### config.mk
export PLATFORM = sky130hd
export DESIGN_NAME = sprp_scale
export DESIGN_NICKNAME = d
export VERILOG_FILES = /design/src/rtl/sprp_pkg.sv /design/src/rtl/sprp_scale.sv
export SDC_FILE = /design/constraint.sdc
export NUM_CORES = 2
export LEC_CHECK = 0
export BUFFER_PORTS_ARGS = -buffer_cell sky130_fd_sc_hd__buf_4
export CAP_MARGIN = 40
export CORE_MARGIN = 4
export CORE_UTILIZATION = 45
export CTS_BUF_LIST = sky130_fd_sc_hd__clkbuf_2 sky130_fd_sc_hd__clkbuf_4 sky130_fd_sc_hd__clkbuf_8
export CTS_CLUSTER_DIAMETER = 40
export CTS_CLUSTER_SIZE = 10
export DETAILED_ROUTE_END_ITERATION = 16
export GPL_ROUTABILITY_DRIVEN = 0
export GPL_TIMING_DRIVEN = 0
export PLACE_DENSITY = 0.66
export SLEW_MARGIN = 20
export SYNTH_ARGS = -nofsm -noshare
export SYNTH_HDL_FRONTEND = slang
export SYNTH_MEMORY_MAX_BITS = 65536
export SYNTH_SLANG_ARGS = --single-unit
### constraint.sdc
create_clock -name clk -period 72.9 [get_ports clk]
set_clock_uncertainty 0.1 [all_clocks]
set_input_delay 18.225 -clock clk [delete_from_list [all_inputs] [get_ports clk]]
set_output_delay 18.225 -clock clk [all_outputs]
set_load 0.005 [all_outputs]
### src/rtl/sprp_pkg.sv
// Shared types, screen constants and register codes for the sprite projection block.
`default_nettype none
package sprp_pkg;

  localparam int SCREEN_W = 1024;
  localparam int SCREEN_H = 768;
  localparam int HALF_W   = SCREEN_W / 2;
  localparam int HALF_H   = SCREEN_H / 2;
  // bits needed for the half screen width multiplier
  localparam int HW_W     = $clog2(HALF_W + 1);

  localparam int CFG_IDX_W = 3;
  localparam logic [CFG_IDX_W-1:0] CFG_POS_X   = 3'd0;
  localparam logic [CFG_IDX_W-1:0] CFG_POS_Y   = 3'd1;
  localparam logic [CFG_IDX_W-1:0] CFG_DIR_X   = 3'd2;
  localparam logic [CFG_IDX_W-1:0] CFG_DIR_Y   = 3'd3;
  localparam logic [CFG_IDX_W-1:0] CFG_PLANE_X = 3'd4;
  localparam logic [CFG_IDX_W-1:0] CFG_PLANE_Y = 3'd5;

  typedef struct packed {
    logic signed [31:0] obj_x;
    logic signed [31:0] obj_y;
    logic signed [11:0] lift_pixels;
  } in_item_t;

  typedef struct packed {
    logic               valid_res;
    logic               visible;
    logic signed [31:0] depth;
    logic signed [15:0] center_col;
    logic        [14:0] extent;
    logic signed [15:0] top_row;
    logic signed [15:0] bottom_row;
    logic signed [15:0] left_col;
    logic signed [15:0] right_col;
  } out_item_t;

  typedef struct packed {
    logic signed [31:0] pos_x;
    logic signed [31:0] pos_y;
    logic signed [31:0] dir_x;
    logic signed [31:0] dir_y;
    logic signed [31:0] plane_x;
    logic signed [31:0] plane_y;
  } cam_t;

  // camera-space numerators and determinant as sign and magnitude
  typedef struct packed {
    logic               det_nz;
    logic        [63:0] d_mag;
    logic               x_neg;
    logic        [63:0] x_mag;
    logic               y_neg;
    logic        [63:0] y_mag;
    logic signed [11:0] lift;
  } xf_t;

  typedef struct packed {
    logic               det_nz;
    logic               visible;
    logic signed [31:0] depth;
    logic signed [31:0] tx;
    logic signed [11:0] lift;
  } qd_t;

  typedef struct packed {
    logic               det_nz;
    logic               visible;
    logic signed [31:0] depth;
    logic signed [15:0] center;
    logic        [14:0] ext;
    logic signed [11:0] lift;
  } sc_t;

endpackage
`default_nettype wire

### src/rtl/sprp_scale.sv
// Screen column and sprite size: two pipelined integer dividers by the depth.
`default_nettype none
module sprp_scale (
  input  wire                  clk,
  input  wire                  rst,
  input  wire                  in_valid,
  output logic                 in_ready,
  input  wire sprp_pkg::qd_t   in_data,
  output logic                 out_valid,
  input  wire                  out_ready,
  output sprp_pkg::sc_t        out_data
);

  localparam int NC   = 16;
  localparam int CM_W = 33 + sprp_pkg::HW_W;
  localparam logic [31:0] EXT_NUM = 32'(sprp_pkg::SCREEN_H * 65536);
  // stages: two set-up stages, quotient init, NC bit steps, finish
  localparam int NS = NC + 4;

  logic v  [0:NS-1];
  logic en [0:NS-1];

  // set-up stage 0
  logic              sneg0;
  logic [32:0]       smag0;
  logic [30:0]       dv0;
  logic              nz0, vis0;
  logic signed [31:0] dep0;
  logic signed [11:0] lift0;
  // set-up stage 1
  logic              sneg1;
  logic [CM_W-1:0]   cmag1;
  logic [32:0]       ev1;
  logic [30:0]       dv1;
  logic              nz1, vis1;
  logic signed [31:0] dep1;
  logic signed [11:0] lift1;

  logic [30:0] rc [0:NC];
  logic [32:0] re [0:NC];
  logic [15:0] lc [0:NC];
  logic [15:0] le [0:NC];
  logic [15:0] qc [0:NC];
  logic [15:0] qe [0:NC];
  logic        oc [0:NC];
  logic        oe [0:NC];
  logic        sn [0:NC];
  logic [30:0] dv [0:NC];
  logic [32:0] ev [0:NC];
  logic        nz [0:NC];
  logic        vis [0:NC];
  logic signed [31:0] dep [0:NC];
  logic signed [11:0] lift [0:NC];

  logic [32:0] s_c;
  logic signed [15:0] center_c;
  logic [14:0] ext_c;

  assign en[NS-1]  = !v[NS-1] || out_ready;
  assign in_ready  = en[0];
  assign out_valid = v[NS-1];

  genvar k;
  generate
    for (k = 0; k < NS - 1; k++) begin : g_en
      assign en[k] = !v[k] || en[k+1];
    end
    for (k = 0; k < NS; k++) begin : g_v
      always_ff @(posedge clk) begin
        if (rst) begin
          v[k] <= 1'b0;
        end else if (en[k]) begin
          v[k] <= (k == 0) ? in_valid : v[(k == 0) ? 0 : k-1];
        end
      end
    end
  endgenerate

  assign s_c = {in_data.depth[31], in_data.depth} + {in_data.tx[31], in_data.tx};

  always_ff @(posedge clk) begin
    if (en[0]) begin
      sneg0 <= s_c[32];
      smag0 <= s_c[32] ? (~s_c + 33'd1) : s_c;
      dv0   <= in_data.depth[30:0];
      nz0   <= in_data.det_nz;
      vis0  <= in_data.visible;
      dep0  <= in_data.depth;
      lift0 <= in_data.lift;
    end
  end

  always_ff @(posedge clk) begin
    if (en[1]) begin
      sneg1 <= sneg0;
      cmag1 <= CM_W'(smag0) * CM_W'(sprp_pkg::HALF_W);
      ev1   <= 33'(dv0) * 33'd3;
      dv1   <= dv0;
      nz1   <= nz0;
      vis1  <= vis0;
      dep1  <= dep0;
      lift1 <= lift0;
    end
  end

  // size = floor(H*2^16 / depth) / 3 = floor(H*2^16 / (3*depth))
  always_ff @(posedge clk) begin
    if (en[2]) begin
      rc[0]   <= 31'(cmag1 >> 16);
      lc[0]   <= cmag1[15:0];
      oc[0]   <= 64'(cmag1) >= {17'b0, dv1, 16'b0};
      re[0]   <= 33'(EXT_NUM >> 16);
      le[0]   <= EXT_NUM[15:0];
      oe[0]   <= {32'b0, EXT_NUM} >= {15'b0, ev1, 16'b0};
      qc[0]   <= '0;
      qe[0]   <= '0;
      sn[0]   <= sneg1;
      dv[0]   <= dv1;
      ev[0]   <= ev1;
      nz[0]   <= nz1;
      vis[0]  <= vis1;
      dep[0]  <= dep1;
      lift[0] <= lift1;
    end
  end

  generate
    for (k = 1; k <= NC; k++) begin : g_step
      logic [31:0] shc;
      logic [33:0] she;
      logic        gec, gee;
      assign shc = {rc[k-1], lc[k-1][15]};
      assign she = {re[k-1], le[k-1][15]};
      assign gec = shc >= {1'b0, dv[k-1]};
      assign gee = she >= {1'b0, ev[k-1]};
      always_ff @(posedge clk) begin
        if (en[k+2]) begin
          rc[k]   <= gec ? 31'(shc - {1'b0, dv[k-1]}) : shc[30:0];
          re[k]   <= gee ? 33'(she - {1'b0, ev[k-1]}) : she[32:0];
          lc[k]   <= {lc[k-1][14:0], 1'b0};
          le[k]   <= {le[k-1][14:0], 1'b0};
          qc[k]   <= {qc[k-1][14:0], gec};
          qe[k]   <= {qe[k-1][14:0], gee};
          oc[k]   <= oc[k-1];
          oe[k]   <= oe[k-1];
          sn[k]   <= sn[k-1];
          dv[k]   <= dv[k-1];
          ev[k]   <= ev[k-1];
          nz[k]   <= nz[k-1];
          vis[k]  <= vis[k-1];
          dep[k]  <= dep[k-1];
          lift[k] <= lift[k-1];
        end
      end
    end
  endgenerate

  always_comb begin
    if (sn[NC]) begin
      if (oc[NC] || qc[NC] > 16'h8000) center_c = 16'sh8000;
      else center_c = $signed(~qc[NC] + 16'd1);
    end else begin
      if (oc[NC] || qc[NC] > 16'h7fff) center_c = 16'sh7fff;
      else center_c = $signed(qc[NC]);
    end
    if (oe[NC] || qe[NC] > 16'h7fff) ext_c = 15'h7fff;
    else ext_c = qe[NC][14:0];
  end

  always_ff @(posedge clk) begin
    if (en[NS-1]) begin
      out_data.det_nz  <= nz[NC];
      out_data.visible <= vis[NC];
      out_data.depth   <= dep[NC];
      out_data.center  <= center_c;
      out_data.ext     <= ext_c;
      out_data.lift    <= lift[NC];
    end
  end

endmodule
`default_nettype wire

# == Word level (Yosys, flattened, before mapping) ==
# Memory sizes are Yosys's and may differ from the RTL's. A register that Yosys moved wholly into a read port is not among the register bits.
# Index checks and enable logic that the tools add are counted.
# classes
add_sub_neg,35
n_mul,1
magnitude_cmp,37
mux,135
n_bitwise,22
reduce_logical,43
# op_table
op,n
$ge A34 B33 Y1,16
$mux W33,16
$sub A33 B33 Y33,16
$ge A32 B31 Y1,16
$mux W31,16
$sub A31 B31 Y31,16
$mux W1,99
$ge A26 B49 Y1 const A,1
$mux W16,3
$ge A42 B47 Y1,1
$add A32 B32 Y33,1
$add A33 B1 Y33 const B,1
$mul A31 B2 Y33 const B,1
$not A33 Y33,1
$gt A16 B15 Y1 const B,2
$mux W32,1
$logic_or A1 B1 Y1,23
$logic_not A1 Y1,20
$or A1 B1 Y1,20
$add A16 B1 Y16 const B,1
$gt A16 B16 Y1 const B,1
$not A16 Y16,1
# totals
ff_bits,286
ramBits,4083
input_bits,82
out_inout_bits,79
elab_cells,307
mem_count,16
# mem_list
memory,depth,word_bits,rd,rd_ports_with_merged_regs,write_ports,line,rtl
ev,17,33,16,0,17,sprp_scale.sv:49,logic [32:0] ev [0:NC];
re,17,33,16,0,17,sprp_scale.sv:40,logic [32:0] re [0:NC];
dep,17,32,17,1,17,sprp_scale.sv:52,logic signed [31:0] dep [0:NC];
dv,17,31,16,0,17,sprp_scale.sv:48,logic [30:0] dv [0:NC];
rc,17,31,16,0,17,sprp_scale.sv:39,logic [30:0] rc [0:NC];
qc,17,16,17,0,17,sprp_scale.sv:43,logic [15:0] qc [0:NC];
10 more memories,n/a,n/a,n/a,n/a,n/a,n/a,

# == Longest topological paths before layout ==
# An unclocked memory read counts as a cell.
# logic_depth
ltp_word,26
depth_mapped,17

# == Worst setup path before layout ==
# OpenSTA, ideal clock, no wires.
# synth_path
path_kind,input to output
from,in out_ready
to,out in_ready
arrival_ns,30.455
slack_ns,24.120
stages,10
path_cell_list,nor2b_1 > and3_1 > and3_1 > nand3_1 > nor2_1 > and2_1 > nand2_1 > nor2_1 > and3_1 > nand4_1
# synth_rtl
element,line,rtl
start: declaration,sprp_scale.sv:10,"input wire out_ready,"
end: declaration,sprp_scale.sv:7,"output logic in_ready,"

==> results_dict.tcl <==
set metrics [dict create \
    cp.arrival_ns 24.17 \
    cp_max_fo 24 \
    cp_cell_sequence "buf_4 > nor2b_1 > and3_1 > and3_1 > nand3_4 > nor2_1 > and2_1 > nand2_4 > nor2_1 > and3_1 > nand4_1 > buf_8 > buf_8 > buf_6 > buf_6 > buf_6 > buf_4" \
    grt_pass1_vias 92600 \
    area_delta_synth_final_pct 11.0 \
    synth_top_cell_area_share_pct 57.6 \
    hpwl_mm 234 \
    wl_mm 302 \
    fin_hold_ws_ns 0.255 \
    min_period_ns 42.49 \
    clockBufferDepth 4 \
    regArea_sq_um 87700 \
    tns_ns 0 \
    yosys.area.top_type "edfxtp_1" \
    path_delay_family "simple AND/OR/NAND/NOR gates" \
    ctsHoldBuffers 0 \
    p_leak_nw 70.7 \
    outcome "complete, no violations" \
    drt-initial-drc-count 5156 \
    async_flop_share_pct 0 \
    yosysSeqAreaShare_pct 57.6 \
    ctsResizeCount 0 \
    start_kind "primary input" \
    p_int_w 0.00471 \
    io_buffers 160 \
    core_sq_um 337000 \
    cts_tree "done" \
    ios 161 \
    netlist_area_sq_um 152000 \
    clkPwrFrac_pct 18.1 \
    grtUsageTotal_pct 16.9 \
    holdCritPathClass "flop to flop" \
    ys_seq_elements 2920 \
    layout.nets 14500 \
    synthTopCellsByArea "edfxtp_1 58%, ha_1 8.9%, a21oi_1 3.5%" \
    cp-end-kind "output pin" \
    comb_power_share_pct 44.0 \
    drv_cap 0 \
    yosys_warnings 0 \
    seqPwrFrac_pct 37.9 \
    post-cts-setup-buffers 0 \
    met2RoutedLength_mm 147 \
    row_count 213 \
    clock-sinks 2920 \
    multi_input_area_sq_um 58600 \
    grt_max_degree 108 \
    swShare_pct 36.2 \
    wl_met1_mm 130 \
    syn_area_per_cell_sq_um 12.0 \
    postRouteAntennaNets 0 \
    num-fill-cells 29500 \
    crit_slowest_cell "nand4_1" \
    synthCells 12700 \
    routed.top_layer "met5" \
    initial_core_util_pct 45.2 \
    first_pass_iters 6 \
    worst_pin_slew_ns 0.922 \
    ys.flop_type "edfxtp_1" \
    clock-root-buffer "clkbuf_8" \
    path_class "primary input to output pin" \
    antenna_found_initial 10 \
    ctsHtreeMaxLevel 5 \
    avgRoutedWirePerCell_microns 16.7 \
    grt_pass1_wl_mm 479 \
    cts_buffers 423 \
    synth.most_common_cell "edfxtp_1" \
    rsz0062_at_grt "no" \
    path_buf_inv 7 \
    hold_viol 0 \
    die_w_microns 590 \
    globalRouteOverflowTotal 0 \
    post-route-drc-count 0 \
    power.density_nw_per_um2 43.7 \
    switching_power_w 0.00267 \
    fmax_mhz 23.5 \
    cpPeakStageDelay_ns 0.64 \
    viasPerCell 5.18 \
    wl_met3_mm 10.6 \
    synth_edf_count 2920 \
    yosys-top-cells-count "2,920 x edfxtp_1, 1,364 x inv_1, 1,078 x ha_1" \
    layout-drive-gt1-share_pct 10.5 \
    vias 94000 \
    fin_crit_sh_pct 58.3 \
    ir_drop_mv 0.0217 \
    cp.required_ns 54.57 \
    setup_viol 0 \
    yosysUniqueCellTypes 98 \
    die_y_microns 590 \
    maxSlewHeadroom_pct 37.0 \
    finalMaxSlewViolations 0 \
    die-area_sq_um 348000 \
    path_clk_slew_ns 0.07 \
    insertion_delay_ns 1.05 \
]
## layout make-up
cell class              instances  area share [%]
well taps                    4515            3.34
inverters                    1364            3.07
multi-input cells            8200            34.7
clock buffers                 483            3.74
plain buffers                 205           0.513
clock inverters               229            1.38
flip-flops and latches       2920            51.9
diodes                          2         0.00296
repair buffers                211            1.34
## state kept, by name (all words and copies together), names as in the netlist, 20 cells and up
signal	cells
lc	28
dv1	29
re	495
lift	204
cmag1	33
smag0	33
out_data	77
qe	136
dep	544
rc	491
dv0	30
v	20
qc	136
ev1	33
ev	512
## final timing paths
| kind | slack, ns | start | cells past startpoint | end |
|---|---|---|---|---|
| worst max register to register | 66.25 | v[4][3] | 16 | lift0[8] |
| worst min-delay path | 0.26 | qe[0][169] | 0 | qe[0][186] |
| worst min register to register | 0.26 | qe[0][169] | 0 | qe[0][186] |
| worst max-delay path | 30.41 | out_ready | 17 | in_ready |
## power groups by stage
stage | Clock, W | Sequential (W) | Combinational, W
final | 0.00133 | 0.00280 | 0.00325
after detailed placement | 0 | 0.00283 | 0.00322
after floorplan | 0 | 0.00270 | 0.00257
after global placement | 0 | 0.00283 | 0.00317
after global routing | 0.00145 | 0.00285 | 0.00364
after CTS | 0.00138 | 0.00280 | 0.00324
## layout by cell type (no fill, tap or decap), types with 118 or more instances in the layout
cell type	count
inv_1	1354
clkbuf_8	431
nor3_1	175
nand2b_1	167
nand4_1	126
nand3_1	190
nor2_1	734
mux2_2	343
a21oi_1	1070
nand2_1	717
buf_4	164
edfxtp_1	2920
a21o_1	483
o21ai_0	673
xor2_1	311
o21a_1	118
nor2b_1	176
clkbuf_1	135
ha_1	1078
xnor2_1	528
## layer usage
| metal | vias up | GRT usage [%] |
|---|---|---|
| met5 | - | 0 |
| li1 | 47800 | - |
| met3 | 747 | 2.01 |
| met1 | 43600 | 20.8 |
| met4 | 6 | 8.02 |
| met2 | 1897 | 29.8 |
## metrics by stage
| step | instance area, sq um | std cells | util (%) | total power (W) | worst slack [ns] |
|---|---|---|---|---|---|
| floorplan | 152000 | 12700 | - | 0.00526 | 24.12 |
| global placement | 159000 | 17400 | 47.3 | 0.00600 | 16.98 |
| detailed placement | 160000 | 17400 | 47.6 | 0.00605 | 30.35 |
| CTS | 169000 | 18100 | 50.2 | 0.00742 | 30.34 |
| global route | 169000 | 18100 | 50.2 | 0.00794 | 29.97 |
| finish | 169000 | 18100 | 50.2 | 0.00738 | 30.41 |
## worst reg2reg max path, delay by kind of cell (launching register included)
| kind | cells | cell delay (ns) |
|---|---|---|
| AND/OR/NAND/NOR | 10 | 4.64 |
| buffers and inverters | 6 | 1.22 |
| flip-flops | 1 | 0.37 |
## cell families after synthesis
group / share of synthesized area (%)
mux: 2.92
xor+xnor: 4.83
fa+ha+maj: 9.27
buf+inv: 3.93
flops: 57.6
other cells: 0.00246
compound gates: 12.6
simple gates: 8.79
No activity file was read; power rests on OpenSTA's default activity.
