`src/rtl/sprp_pkg.sv`:
```
// Shared types, screen constants and register codes for the sprite projection block.
`default_nettype none
package sprp_pkg;

  localparam int SCREEN_W = 1024;
  localparam int SCREEN_H = 768;
  localparam int HALF_W   = SCREEN_W / 2;
  localparam int HALF_H   = SCREEN_H / 2;
  // bits needed for the half screen width multiplier
  localparam int HW_W     = $clog2(HALF_W + 1);

  localparam int CFG_IDX_W = 3;
  localparam logic [CFG_IDX_W-1:0] CFG_POS_X   = 3'd0;
  localparam logic [CFG_IDX_W-1:0] CFG_POS_Y   = 3'd1;
  localparam logic [CFG_IDX_W-1:0] CFG_DIR_X   = 3'd2;
  localparam logic [CFG_IDX_W-1:0] CFG_DIR_Y   = 3'd3;
  localparam logic [CFG_IDX_W-1:0] CFG_PLANE_X = 3'd4;
  localparam logic [CFG_IDX_W-1:0] CFG_PLANE_Y = 3'd5;

  typedef struct packed {
    logic signed [31:0] obj_x;
    logic signed [31:0] obj_y;
    logic signed [11:0] lift_pixels;
  } in_item_t;

  typedef struct packed {
    logic               valid_res;
    logic               visible;
    logic signed [31:0] depth;
    logic signed [15:0] center_col;
    logic        [14:0] extent;
    logic signed [15:0] top_row;
    logic signed [15:0] bottom_row;
    logic signed [15:0] left_col;
    logic signed [15:0] right_col;
  } out_item_t;

  typedef struct packed {
    logic signed [31:0] pos_x;
    logic signed [31:0] pos_y;
    logic signed [31:0] dir_x;
    logic signed [31:0] dir_y;
    logic signed [31:0] plane_x;
    logic signed [31:0] plane_y;
  } cam_t;

  // camera-space numerators and determinant as sign and magnitude
  typedef struct packed {
    logic               det_nz;
    logic        [63:0] d_mag;
    logic               x_neg;
    logic        [63:0] x_mag;
    logic               y_neg;
    logic        [63:0] y_mag;
    logic signed [11:0] lift;
  } xf_t;

  typedef struct packed {
    logic               det_nz;
    logic               visible;
    logic signed [31:0] depth;
    logic signed [31:0] tx;
    logic signed [11:0] lift;
  } qd_t;

  typedef struct packed {
    logic               det_nz;
    logic               visible;
    logic signed [31:0] depth;
    logic signed [15:0] center;
    logic        [14:0] ext;
    logic signed [11:0] lift;
  } sc_t;

endpackage
`default_nettype wire

```
`src/rtl/sprp_rect.sv`:
```
// Draw rectangle clamping and the result register.
`default_nettype none
module sprp_rect (
  input  wire                  clk,
  input  wire                  rst,
  input  wire                  in_valid,
  output logic                 in_ready,
  input  wire sprp_pkg::sc_t   in_data,
  output logic                 out_valid,
  input  wire                  out_ready,
  output sprp_pkg::out_item_t  out_data
);

  localparam logic [17:0] HALF_H18 = 18'(sprp_pkg::HALF_H);
  localparam logic [17:0] H18      = 18'(sprp_pkg::SCREEN_H);
  localparam logic [17:0] W18      = 18'(sprp_pkg::SCREEN_W);
  localparam logic signed [17:0] S16_MIN = -18'sd32768;

  logic        en;
  logic [17:0] h18, lift18, c18;
  logic [17:0] top_c, bot_c, left_c, right_c;
  sprp_pkg::out_item_t res_c;

  assign en        = !out_valid || out_ready;
  assign in_ready  = en;

  assign h18    = {4'b0, in_data.ext[14:1]};
  assign lift18 = {{6{in_data.lift[11]}}, in_data.lift};
  assign c18    = {{2{in_data.center[15]}}, in_data.center};
  assign top_c   = HALF_H18 - h18 + lift18;
  assign bot_c   = HALF_H18 + h18 + lift18;
  assign left_c  = c18 - h18;
  assign right_c = c18 + h18;

  always_comb begin
    res_c = '0;
    if (in_data.det_nz) begin
      res_c.valid_res = 1'b1;
      res_c.depth     = in_data.depth;
      if (in_data.visible) begin
        res_c.visible    = 1'b1;
        res_c.center_col = in_data.center;
        res_c.extent     = in_data.ext;
        res_c.top_row    = top_c[17] ? 16'sd0 : $signed(top_c[15:0]);
        res_c.bottom_row = ($signed(bot_c) >= $signed(H18)) ?
                           $signed(16'(sprp_pkg::SCREEN_H - 1)) : $signed(bot_c[15:0]);
        res_c.left_col   = left_c[17] ? 16'sd0 : $signed(left_c[15:0]);
        // a saturated centre far to the right can push the right edge past 16 bits
        if ($signed(right_c) >= $signed(W18)) begin
          res_c.right_col = $signed(16'(sprp_pkg::SCREEN_W - 1));
        end else if ($signed(right_c) < S16_MIN) begin
          res_c.right_col = 16'sh8000;
        end else begin
          res_c.right_col = $signed(right_c[15:0]);
        end
      end
    end
  end

  always_ff @(posedge clk) begin
    if (rst) begin
      out_valid <= 1'b0;
    end else if (en) begin
      out_valid <= in_valid;
    end
  end

  always_ff @(posedge clk) begin
    if (en) begin
      out_data <= res_c;
    end
  end

endmodule
`default_nettype wire

```
`config.mk`:
```
export PLATFORM = sky130hd
export DESIGN_NAME = sprp_rect
export DESIGN_NICKNAME = d
export VERILOG_FILES = /design/src/rtl/sprp_pkg.sv /design/src/rtl/sprp_rect.sv
export SDC_FILE = /design/constraint.sdc
export NUM_CORES = 1
export LEC_CHECK = 0
export BUFFER_PORTS_ARGS = -buffer_cell sky130_fd_sc_hd__buf_2
export CORE_MARGIN = 3
export CORE_UTILIZATION = 29
export DETAILED_ROUTE_END_ITERATION = 12
export SKIP_CTS_REPAIR_TIMING = 1
export SYNTH_ARGS = -nofsm -noshare
export SYNTH_HDL_FRONTEND = slang
export SYNTH_SLANG_ARGS = --single-unit
```
`constraint.sdc`:
```
create_clock -name clk -period 4.7 [get_ports clk]
set_input_delay 0.235 -clock clk [delete_from_list [all_inputs] [get_ports clk]]
set_output_delay 0.235 -clock clk [all_outputs]
set_load 0.005 [all_outputs]
```
# Yosys cells after proc, flatten, opt, wreduce, memory -nomap -nowiden
# Cells that the tools add are included.
# Widths: inputs -> output; s select.
[totals]
latchBits = 0
regBits = 130
ram_bits = 0
memories = 0
wordCells = 40
rom_bits = 0
out_inout_bits = 131
[op_classes]
n_mux = 8
order_cmp = 3
bitwise = 2
n_addsub = 6
reduce_logical = 8
n_div = 0
n_eq_ne = 0
shifts = 0
mul = 0
[op_table]
columns = ["cell", "count"]
rows = [
  ["$mux 129", 1],
  ["$mux 95", 1],
  ["$mux 16", 5],
  ["$add 16x12->17", 1],
  ["$add 16x15->17", 1],
  ["$ge 17x11->1 const B", 1],
  ["$ge 17x12->1 const B", 1],
  ["$lt 17x16->1 const B", 1],
  ["$sub 16x15->17", 1],
  ["$add 15x12->16", 1],
  ["$add 9x14->15 const A", 1],
  ["$sub 9x14->15 const A", 1],
  ["$reduce_or 3->1", 4],
  ["$reduce_or 4->1", 1],
  ["$not 1->1", 2],
  ["$reduce_and 2->1", 1],
  ["$logic_not 1->1", 1],
  ["$logic_or 1x1->1", 1],
  ["$mux 1", 1],
]

# Longest topological paths before layout
# Gate-level depths: netlist (run 1).
[depth]
depth_word = 6
depth_mapped = 16
ltp_nobuf = 15

# Worst setup path after synthesis (run 1)
# No wires, ideal clock.
[synth_path]
path_kind = "input to register"
startpoint = "input out_ready"
endpoint = "register out_data[0] in the netlist's numbering (enable)"
stages = 1
setup_slack_ns = 0.785
setup_time_ns = 0.514
arrival_time_ns = 3.401
n_path_buf = 0
path_cell_list = "nand2b_1"
[synth_between]
elab_chain_cells = 1
[synth_lines]
columns = ["element", "line_no", "source"]
rows = [
  ["from (decl)", "sprp_rect.sv:10", "input wire out_ready,"],
  ["$logic_or 1x1->1", "sprp_rect.sv:24", "assign en = !out_valid || out_ready;"],
  ["to (signal assigned)", "sprp_rect.sv:70", "out_data <= res_c;"],
  ["to (decl)", "sprp_rect.sv:11", "output sprp_pkg::out_item_t out_data"],
]
# No other way between the ends.
# A chain may end at the register's enable or synchronous reset.

# Worst setup path after layout (run 1)
[layout_path]
startpoint = "input in_data[14] in the netlist's numbering"
endpoint = "register out_data[50] in the netlist's numbering, data pin"
[layout_between]
elab_chain_cells = 3
[layout_lines]
columns = ["element", "line_no", "source"]
rows = [
  ["from (decl)", "sprp_rect.sv:8", "input wire sprp_pkg::sc_t in_data,"],
  ["$sub 9x14->15 (*)", "sprp_rect.sv:30", "assign top_c = HALF_H18 - h18 + lift18;"],
  ["$add 15x12->16 (*)", "sprp_rect.sv:30", ""],
  ["$reduce_or 3->1 (no source line)", "n/a", ""],
]
# Every way passes the cells marked *; elsewhere a longest branch is shown, timed or not.

==> results of run 1 <==
==> tightest hold or removal path: stages <==
cell,delay (ns)
buf_2,0.09
inv_1,0.04
a21oi_1,0.05
==> sequential cells by signal, summed over array words and instances (netlist names) <==
signal,count
out_data,129
out_valid,1
==> final cells by class <==
| type | instances | area, sq um |
|---|---|---|
| inverters | 47 | 176 |
| repair buffers | 216 | 1110 |
| well taps | 372 | 465 |
| multi-input cells | 555 | 3910 |
| fillers | 2777 | 17000 |
| clock buffers | 18 | 429 |
| clock inverters | 14 | 143 |
| diodes | 2 | 5.00 |
| flip-flops and latches | 130 | 3890 |
==> report_power, final <==
part	internal (W)	total (W)	leakage, nW	switching [W]
clock network	0.000744	0.00132	0.276	0.000574
registers	0.00139	0.00142	1.47	0.0000317
logic	0.000328	0.000775	2.88	0.000447
==> cell families after synthesis <==
| logic type | synth area share (%) |
|---|---|
| flip-flops | 48.1 |
| other | 0.0463 |
| AO/OA/AOI/OAI | 15.4 |
| buffers and inverters | 3.63 |
| AND/OR/NAND/NOR | 16.0 |
| multiplexers | 0.263 |
| XOR/XNOR | 6.06 |
| adder cells (fa/ha/maj) | 10.4 |
==> layer usage <==
layer,global-route usage [%],up-vias
li1,-,3184
met1,20.9,3105
met2,25.2,243
met3,4.52,32
met4,4.90,6
met5,0,-
==> cells in the final DEF (no fill, tap or decap), drive strengths merged, types with 15 or more instances in the layout <==
cell type	Yosys	layout
a21oi	48	48
nor2	89	89
a21o	18	18
nand2b	18	18
clkbuf	12	18
and2	34	34
nand2	22	22
xor2	15	15
nor3	24	24
xnor2	41	41
buf	10	215
o21ai	36	36
and3	17	17
edfxtp	129	129
inv	47	54
ha	61	61
==> worst paths after layout <==
path / startpoint / endpoint / slack (ns)
worst max register to register: out_valid / out_data[11] / 2.86
worst min-delay path: in_valid / out_valid / 0.03
worst max-delay path: in_data[14] / out_data[50] / 1.37
worst min register to register: out_valid / out_valid / 1.16
==> metrics by stage <==
stage	instances	worst slack, ns	total power (W)
finish	1354	1.37	0.00351
global route	1353	0.897	0.00370
CTS	1351	1.36	0.00355
detailed placement	1319	0.929	0.00222
global placement	1319	1.01	0.00222
floorplan	754	0.785	0.00194
==> impl_metrics.env, run 1 <==
export IMPL_cts_made_buffers=17
export IMPL_worstMarginPinSlew_ns=0.905
export IMPL_rsz0062_at_grt="false"
export IMPL_start_util_pct=29.8
export IMPL_synthTopCellsByArea="edfxtp_1 48%, ha_1 9.4%, xnor2_1 4.4%"
export IMPL_max_freq_mhz=300
export IMPL_fin_area_sq_um=10100
export IMPL_die_y_um=173
export IMPL_min_period_over_period_pct=70.9
export IMPL_top_layer="met5"
export IMPL_wl_met1_um=11000
export IMPL_cp_num_cells=14
export IMPL_max_stage_delay_ns=0.58
export IMPL_synth_yosys_warnings=0
export IMPL_syn_nets=900
export IMPL_cts_tree="yes"
export IMPL_dr_pass1_iters=4
export IMPL_drc=0
export IMPL_end_kind="register"
export IMPL_fin_hold_ws_ns=0.0328
export IMPL_cts_root_buf="clkbuf_16"
export IMPL_cp_buffers_inverters=1
export IMPL_r2r_cells=2
export IMPL_met2_length_um=10800
export IMPL_antenna_found_initial=4
export IMPL_core_sq_um=27200
export IMPL_crit_arrival_ns=3.47
export IMPL_synth_commonest_cells="129 x edfxtp_1, 89 x nor2_1, 61 x ha_1"
export IMPL_dr_wl_met3_um=1770
export IMPL_dr_total_vias=6570
export IMPL_area_growth_synth_to_final_pct=25.2
export IMPL_synth_enable_flop_cells=129
export IMPL_cp_required_ns=4.84
export IMPL_crit_family="compound AO/OA/AOI/OAI gates"
export IMPL_wirelength_um=24100
export IMPL_ys_types=70
export IMPL_first_global_vias=6445
export IMPL_place_congestion=0.845
export IMPL_num_io_pins=212
export IMPL_die_x_um=173
export IMPL_placed_cell_area_sq_um=9550
export IMPL_drtIter0Drc=355
export IMPL_maxSlewViolCount=0
export IMPL_grt_pass1_wl_um=37000
export IMPL_syn_area_per_cell_sq_um=10.7
export IMPL_ys_async_sr_fraction_pct=0
export IMPL_skew_ns=0.00996
export IMPL_synthesis_area_sq_um=8090
export IMPL_post_drt_wl_per_cell_um=17.8
export IMPL_synth_ff_latch_count=130
export IMPL_worstSkewPairLatency_ns=0.43
export IMPL_dp_final_hpwl_um=18600
export IMPL_yosysMostFrequentCell="edfxtp_1"
export IMPL_layout_nets=1113
export IMPL_portBuffers=211
export IMPL_period_needed_ns=3.33
export IMPL_synth_largest_area_cell="edfxtp_1"
export IMPL_synth_top_area_share_pct=47.9
export IMPL_clock_sinks=130
export IMPL_viasPerCell=4.85
export IMPL_ir_drop_mv=0.173
export IMPL_fin_setup_tns_ns=0
export IMPL_cts_htree_levels=4
export IMPL_setup_worst_path_start_class="input pin"
export IMPL_grt_ovfl_total=0
export IMPL_synthCells=754
export IMPL_drive_gt1_share_pct=27.9
export IMPL_ys_seq_area_share_pct=48.1
export IMPL_p_leak_nw=4.62
export IMPL_yosys_most_used_dff="edfxtp_1"
export IMPL_crit_type="in -> reg"
export IMPL_drtAntennaViolNets=0
export IMPL_clk_path_buf_depth=2
export IMPL_rows=60
export IMPL_outcome="complete, no violations"
export IMPL_crit_slowest_cell="o311ai_4"
export IMPL_die_area_sq_um=29900
export IMPL_slew_headroom_pct=38.9
export IMPL_hold_path_class="in -> reg"
export IMPL_hold_viol_final=0
export IMPL_critPathMaxFanout=15
export IMPL_grt_max_degree=73
export IMPL_grtUsageTotal_pct=15.8
export IMPL_clk_pin_slew_ns=0.07
export IMPL_power_density_nw_per_um2=347
export IMPL_final_util_pct=37.3
export IMPL_finalSetupViolations=0
export IMPL_path_common_cell="nor3_1"
export IMPL_crit_chain="buf_2, nor3_1, nand2_1, nor4_1, xnor2_1, ha_1, a21o_1, a21oi_1, nand2b_1, a41oi_1, o21ai_1, and3_1, o311ai_4, nor3_1"
export IMPL_hold_depth=3
export IMPL_maxCapViolCount=0
No activity file was read; power rests on OpenSTA's default activity.
==> run 2: changes to the inputs <==
- clock period: 4.7 -> 3 ns (I/O delays scaled with it)
==> run 2 against run 1 <==
Net effect:
- hold slack worse by 0.017 ns
- clock skew shrank 0.0041 ns
- clock power grew 66%
- sequential power increased by 56%
- sequential cell count unchanged
- first-iteration DRC count rose by 6.5%
- routed wire length grew 1.8%
- die area stayed put
- sequential share of layout area decreased by 3.0 points
- combinational power increased by 83%
- critical path type unchanged
- largest cell class unchanged
- highest routed layer unchanged
==> impl_metrics.env, run 2 (synthesis gave the netlist of run 1 again) <==
export IMPL_outcome="complete, no violations"
export IMPL_start_util_pct=29.8
export IMPL_drive_gt1_share_pct=34.8
export IMPL_area_growth_synth_to_final_pct=35.7
export IMPL_multi_input_area_sq_um=3920
export IMPL_die_y_um=173
export IMPL_finalSetupViolations=0
export IMPL_maxSlewViolCount=0
export IMPL_regArea_sq_um=3890
export IMPL_sw_frac_of_total_pct=28.3
export IMPL_antenna_found_initial=6
export IMPL_cts_root_buf="clkbuf_16"
export IMPL_dp_final_hpwl_um=19100
export IMPL_cts_tree="yes"
export IMPL_worstSkewPairLatency_ns=0.42
export IMPL_switchingPower_w=0.00165
export IMPL_wirelength_um=24500
export IMPL_hold_path_class="in -> reg"
export IMPL_crit_arrival_ns=2.90
export IMPL_dr_pass1_iters=4
export IMPL_r2r_start="out_valid"
export IMPL_die_area_sq_um=29900
export IMPL_crit_type="in -> reg"
export IMPL_worstMarginPinSlew_ns=0.614
export IMPL_critPathMaxFanout=15
export IMPL_clk_pin_slew_ns=0.06
export IMPL_drtIter0Drc=378
export IMPL_crit_path_start="in_data[13]"
export IMPL_finalWorstSetupSlack_ns=0.261
export IMPL_power_frac_seq_pct=38.0
export IMPL_combPwrFrac_pct=24.3
export IMPL_max_freq_mhz=365
export IMPL_hold_viol_final=0
export IMPL_num_io_pins=212
export IMPL_grtUsageTotal_pct=16.2
export IMPL_cts_htree_levels=4
export IMPL_post_drt_wl_per_cell_um=16.8
export IMPL_drtAntennaViolNets=0
export IMPL_first_global_vias=6886
export IMPL_place_congestion=0.869
export IMPL_p_int_w=0.00417
export IMPL_end_kind="register"
export IMPL_portBuffers=211
export IMPL_fin_setup_tns_ns=0
export IMPL_min_period_over_period_pct=91.3
export IMPL_grt_ovfl_total=0
export IMPL_period_needed_ns=2.74
export IMPL_die_x_um=173
export IMPL_drc=0
export IMPL_cts_made_buffers=17
export IMPL_skew_ns=0.00584
export IMPL_most_common_layout_cells="211 x buf_2, 129 x edfxtp_1, 104 x buf_4, 89 x nor2_1, 61 x ha_1"
export IMPL_rows=60
export IMPL_top_register="out_data"
export IMPL_viasPerCell=4.74
export IMPL_layout_nets=1217
export IMPL_largest_register_ffs=129
export IMPL_final_util_pct=40.4
export IMPL_pre_cts_ws_ns=-0.174
export IMPL_grt_pass1_wl_um=38200
export IMPL_fillers=2693
export IMPL_instances_no_fill=1458
export IMPL_dr_total_vias=6910
export IMPL_setup_worst_path_start_class="input pin"
export IMPL_grt_max_degree=52
export IMPL_cp_required_ns=3.16
export IMPL_clk_path_buf_depth=2
export IMPL_core_sq_um=27200
export IMPL_clock_sinks=130
export IMPL_maxCapViolCount=0
export IMPL_final_common_cell="buf_2"
export IMPL_ir_drop_mv=0.270
export IMPL_dpl_cell_count=1422
export IMPL_p_leak_nw=5.15
export IMPL_hold_start="in_data[74]"
export IMPL_power_density_nw_per_um2=530
export IMPL_slew_headroom_pct=59.0
export IMPL_largestRegisters="out_data x129, out_valid x1"
export IMPL_clkPwrFrac_pct=37.7
[run 2: worst max-delay path: stages]
cell      delay, ns
buf_2          0.13
inv_1          0.08
ha_1           0.17
nand3_1        0.14
nor3_1         0.26
a21o_1         0.22
xnor2_1        0.13
ha_1           0.26
a21oi_1        0.17
nand2b_1       0.07
a41oi_1        0.25
o21ai_1        0.14
and3_1         0.22
o311ai_4       0.27
buf_12         0.19
nor3_1         0.06
[run 2: path summary, 6_finish.rpt]
check,endpoint,slack (ns),depth (start not counted)
worst max register to register,out_valid,1.43,3
worst min register to register,out_data[106],1.00,1
worst min-delay path,out_data[126],0.02,2
worst max-delay path,out_data[52],0.26,16
[run 2: power groups by stage]
stage,Clock [W],Sequential [W],Combinational [W]
finish,0.00219,0.00221,0.00142
global route,0.00231,0.00223,0.00157
CTS,0.00223,0.00221,0.00143
detailed placement,0,0.00225,0.00141
global placement,0,0.00225,0.00141
floorplan,0,0.00228,0.000755
[run 2: cell type report]
class                           instances  area share (%)
Antenna cell                            2          0.0456
Clock buffer                           19            4.03
Clock inverter                         13            1.47
Sequential cell                       130            35.5
Tap cell                              372            4.24
Multi-Input combinational cell        555            35.7
Inverter                               47            1.61
Timing Repair Buffer                  320            17.5
[run 2: metrics by stage]
stage          instance area, sq um  power, W  hold WS [ns]
2_1_floorplan                  8090   0.00303         0.219
5_1_grt                       11000   0.00611       0.00648
3_3_place_gp                  10300   0.00366         0.307
4_1_cts                       10900   0.00587        -0.135
3_5_place_dp                  10300   0.00366         0.311
6_report                      11000   0.00582        0.0155
[run 2: routing by layer]
metal / global-route usage (%) / vias to the layer above / share of wire, %
met5: 0 / - / 0.22
met4: 4.29 / 8 / 1.5
met3: 5.01 / 35 / 7.4
met2: 26.2 / 235 / 45
met1: 21.0 / 3249 / 46
li1: - / 3383 / -
==> run 3: changes to the inputs <==
- RECOVER_POWER: not set -> 50
==> run 3 against run 2 <==
Net effect:
- the run now ends with max-capacitance violations left
- non-clock buffer count unchanged
- final cell count unchanged
- clock skew about the same
- sequential power about the same
- design area decreased by 0.99%
- clock power about the same
- register-to-register slack about the same
- first-iteration DRC count increased by 5.0%
- core utilization decreased by 0.40 points
- power decreased by 0.46%
- setup slack got worse by 0.0018 ns
- critical path type unchanged
- critical endpoint unchanged
- largest power group unchanged
==> impl_metrics.env, run 3 (synthesis gave the netlist of run 1 again) <==
export IMPL_outcome="finished with violations"
export IMPL_violations="max-capacitance violations"
export IMPL_crit_arrival_ns=2.90
export IMPL_num_io_pins=212
export IMPL_crit_reg2reg_capture="out_valid"
export IMPL_final_util_pct=40.0
export IMPL_min_period_over_period_pct=91.4
export IMPL_cts_made_buffers=17
export IMPL_clk_pin_slew_ns=0.06
export IMPL_first_global_vias=6886
export IMPL_cts_tree="yes"
export IMPL_skew_ns=0.00611
export IMPL_layout_nets=1217
export IMPL_drc=0
export IMPL_r2r_start="out_valid"
export IMPL_post_drt_wl_per_cell_um=16.9
export IMPL_grtUsageTotal_pct=16.2
export IMPL_setup_worst_path_start_class="input pin"
export IMPL_fin_hold_ws_ns=0.0179
export IMPL_slew_headroom_pct=0.809
export IMPL_viasPerCell=4.73
export IMPL_die_x_um=173
export IMPL_portBuffers=211
export IMPL_period_needed_ns=2.74
export IMPL_cp_required_ns=3.16
export IMPL_start_util_pct=29.8
export IMPL_cts_root_buf="clkbuf_16"
export IMPL_r2r_cells=3
export IMPL_maxSlewViolCount=0
export IMPL_finalSetupViolations=0
export IMPL_drtIter0Drc=397
export IMPL_whs_endpoint="out_data[122]"
export IMPL_p_leak_nw=4.83
export IMPL_clk_path_buf_depth=2
export IMPL_top_register="out_data"
export IMPL_p_total_w=0.00579
export IMPL_grt_max_degree=52
export IMPL_grt_ovfl_total=0
export IMPL_crit_path_start="in_data[13]"
export IMPL_core_sq_um=27200
export IMPL_crit_type="in -> reg"
export IMPL_hold_start="in_data[70]"
export IMPL_ir_drop_mv=0.271
export IMPL_max_freq_mhz=365
export IMPL_clock_sinks=130
export IMPL_final_common_cell="buf_2"
export IMPL_critPathMaxFanout=15
export IMPL_dr_total_vias=6897
export IMPL_dr_pass1_iters=4
export IMPL_dp_final_hpwl_um=19100
export IMPL_most_common_layout_cells="130 x buf_2, 129 x edfxtp_1, 102 x buf_4, 89 x nor2_1, 84 x clkbuf_1"
export IMPL_rows=60
export IMPL_worstSkewPairLatency_ns=0.42
export IMPL_drtAntennaViolNets=0
export IMPL_die_y_um=173
export IMPL_worstMarginPinSlew_ns=1.49
export IMPL_r2r_slack_ns=1.43
export IMPL_die_area_sq_um=29900
export IMPL_area_growth_synth_to_final_pct=34.3
export IMPL_cts_htree_levels=4
export IMPL_largestRegisters="out_data x129, out_valid x1"
export IMPL_hold_depth=2
export IMPL_wirelength_um=24600
export IMPL_largest_register_ffs=129
export IMPL_antenna_found_initial=6
export IMPL_maxCapViolCount=1
export IMPL_power_density_nw_per_um2=533
export IMPL_end_kind="register"
export IMPL_drive_gt1_share_pct=27.1
export IMPL_hold_path_class="in -> reg"
export IMPL_grt_pass1_wl_um=38200
export IMPL_hold_viol_final=0
export IMPL_place_congestion=0.869
==> run 3: cell types whose count changed in the layout (fill, tap and decap cells not counted), sizes merged <==
cell / change
buf: -83
clkbuf: +83
==> run 3: worst max-delay path by stage <==
| stage | to | slack [ns] | cells after the start |
|---|---|---|---|
| final | out_data[52] | 0.26 | 16 |
| after global routing | out_data[56] | -0.007 | 16 |
| after global placement | out_data[52] | -0.12 | 16 |
| after floorplan | out_data[57] | 0.07 | 14 |
| after detailed placement | out_data[56] | -0.17 | 16 |
| after CTS | out_data[52] | 0.23 | 16 |
==> run 3: stage by stage <==
step	instances	worst slack, ns	TNS (ns)	cell area [sq um]
floorplan	754	0.0743	0	8090
global placement	1422	-0.116	-2.27	10300
detailed placement	1422	-0.174	-3.96	10300
CTS	1454	0.229	0	10900
global route	1458	-0.00687	-0.0142	10900
finish	1458	0.259	0	10900
==> run 3: final cells by class <==
type / count / area (sq um)
well taps: 372 / 465
flip-flops and latches: 130 / 3890
clock buffers: 19 / 443
fillers: 2730 / 16300
clock inverters: 13 / 161
repair buffers: 320 / 1810
diodes: 2 / 5.00
inverters: 47 / 176
multi-input cells: 555 / 3920
==> run 3: critical path, cell delays in order <==
cell and delay (ns):
buf_2 0.13, inv_1 0.08, ha_1 0.17, nand3_1 0.14, nor3_1 0.26, a21o_1 0.22, xnor2_1 0.13, ha_1 0.26
a21oi_1 0.17, nand2b_1 0.07, a41oi_1 0.25, o21ai_1 0.14, and3_1 0.22, o311ai_4 0.27, buf_12 0.18, nor3_1 0.06
==> run 3: power breakdown <==
| group | switching, W | total, W | internal (W) |
|---|---|---|---|
| clock | 0.000856 | 0.00219 | 0.00133 |
| sequential | 0.0000433 | 0.00222 | 0.00217 |
| combinational | 0.000746 | 0.00139 | 0.000646 |
==> run 3: routing by layer <==
layer	share of wire [%]	vias to the layer above	global-route usage, %
li1	-	3384	-
met1	46	3235	21.0
met2	45	235	26.2
met3	7.3	35	5.01
met4	1.5	8	4.29
met5	0.22	-	0
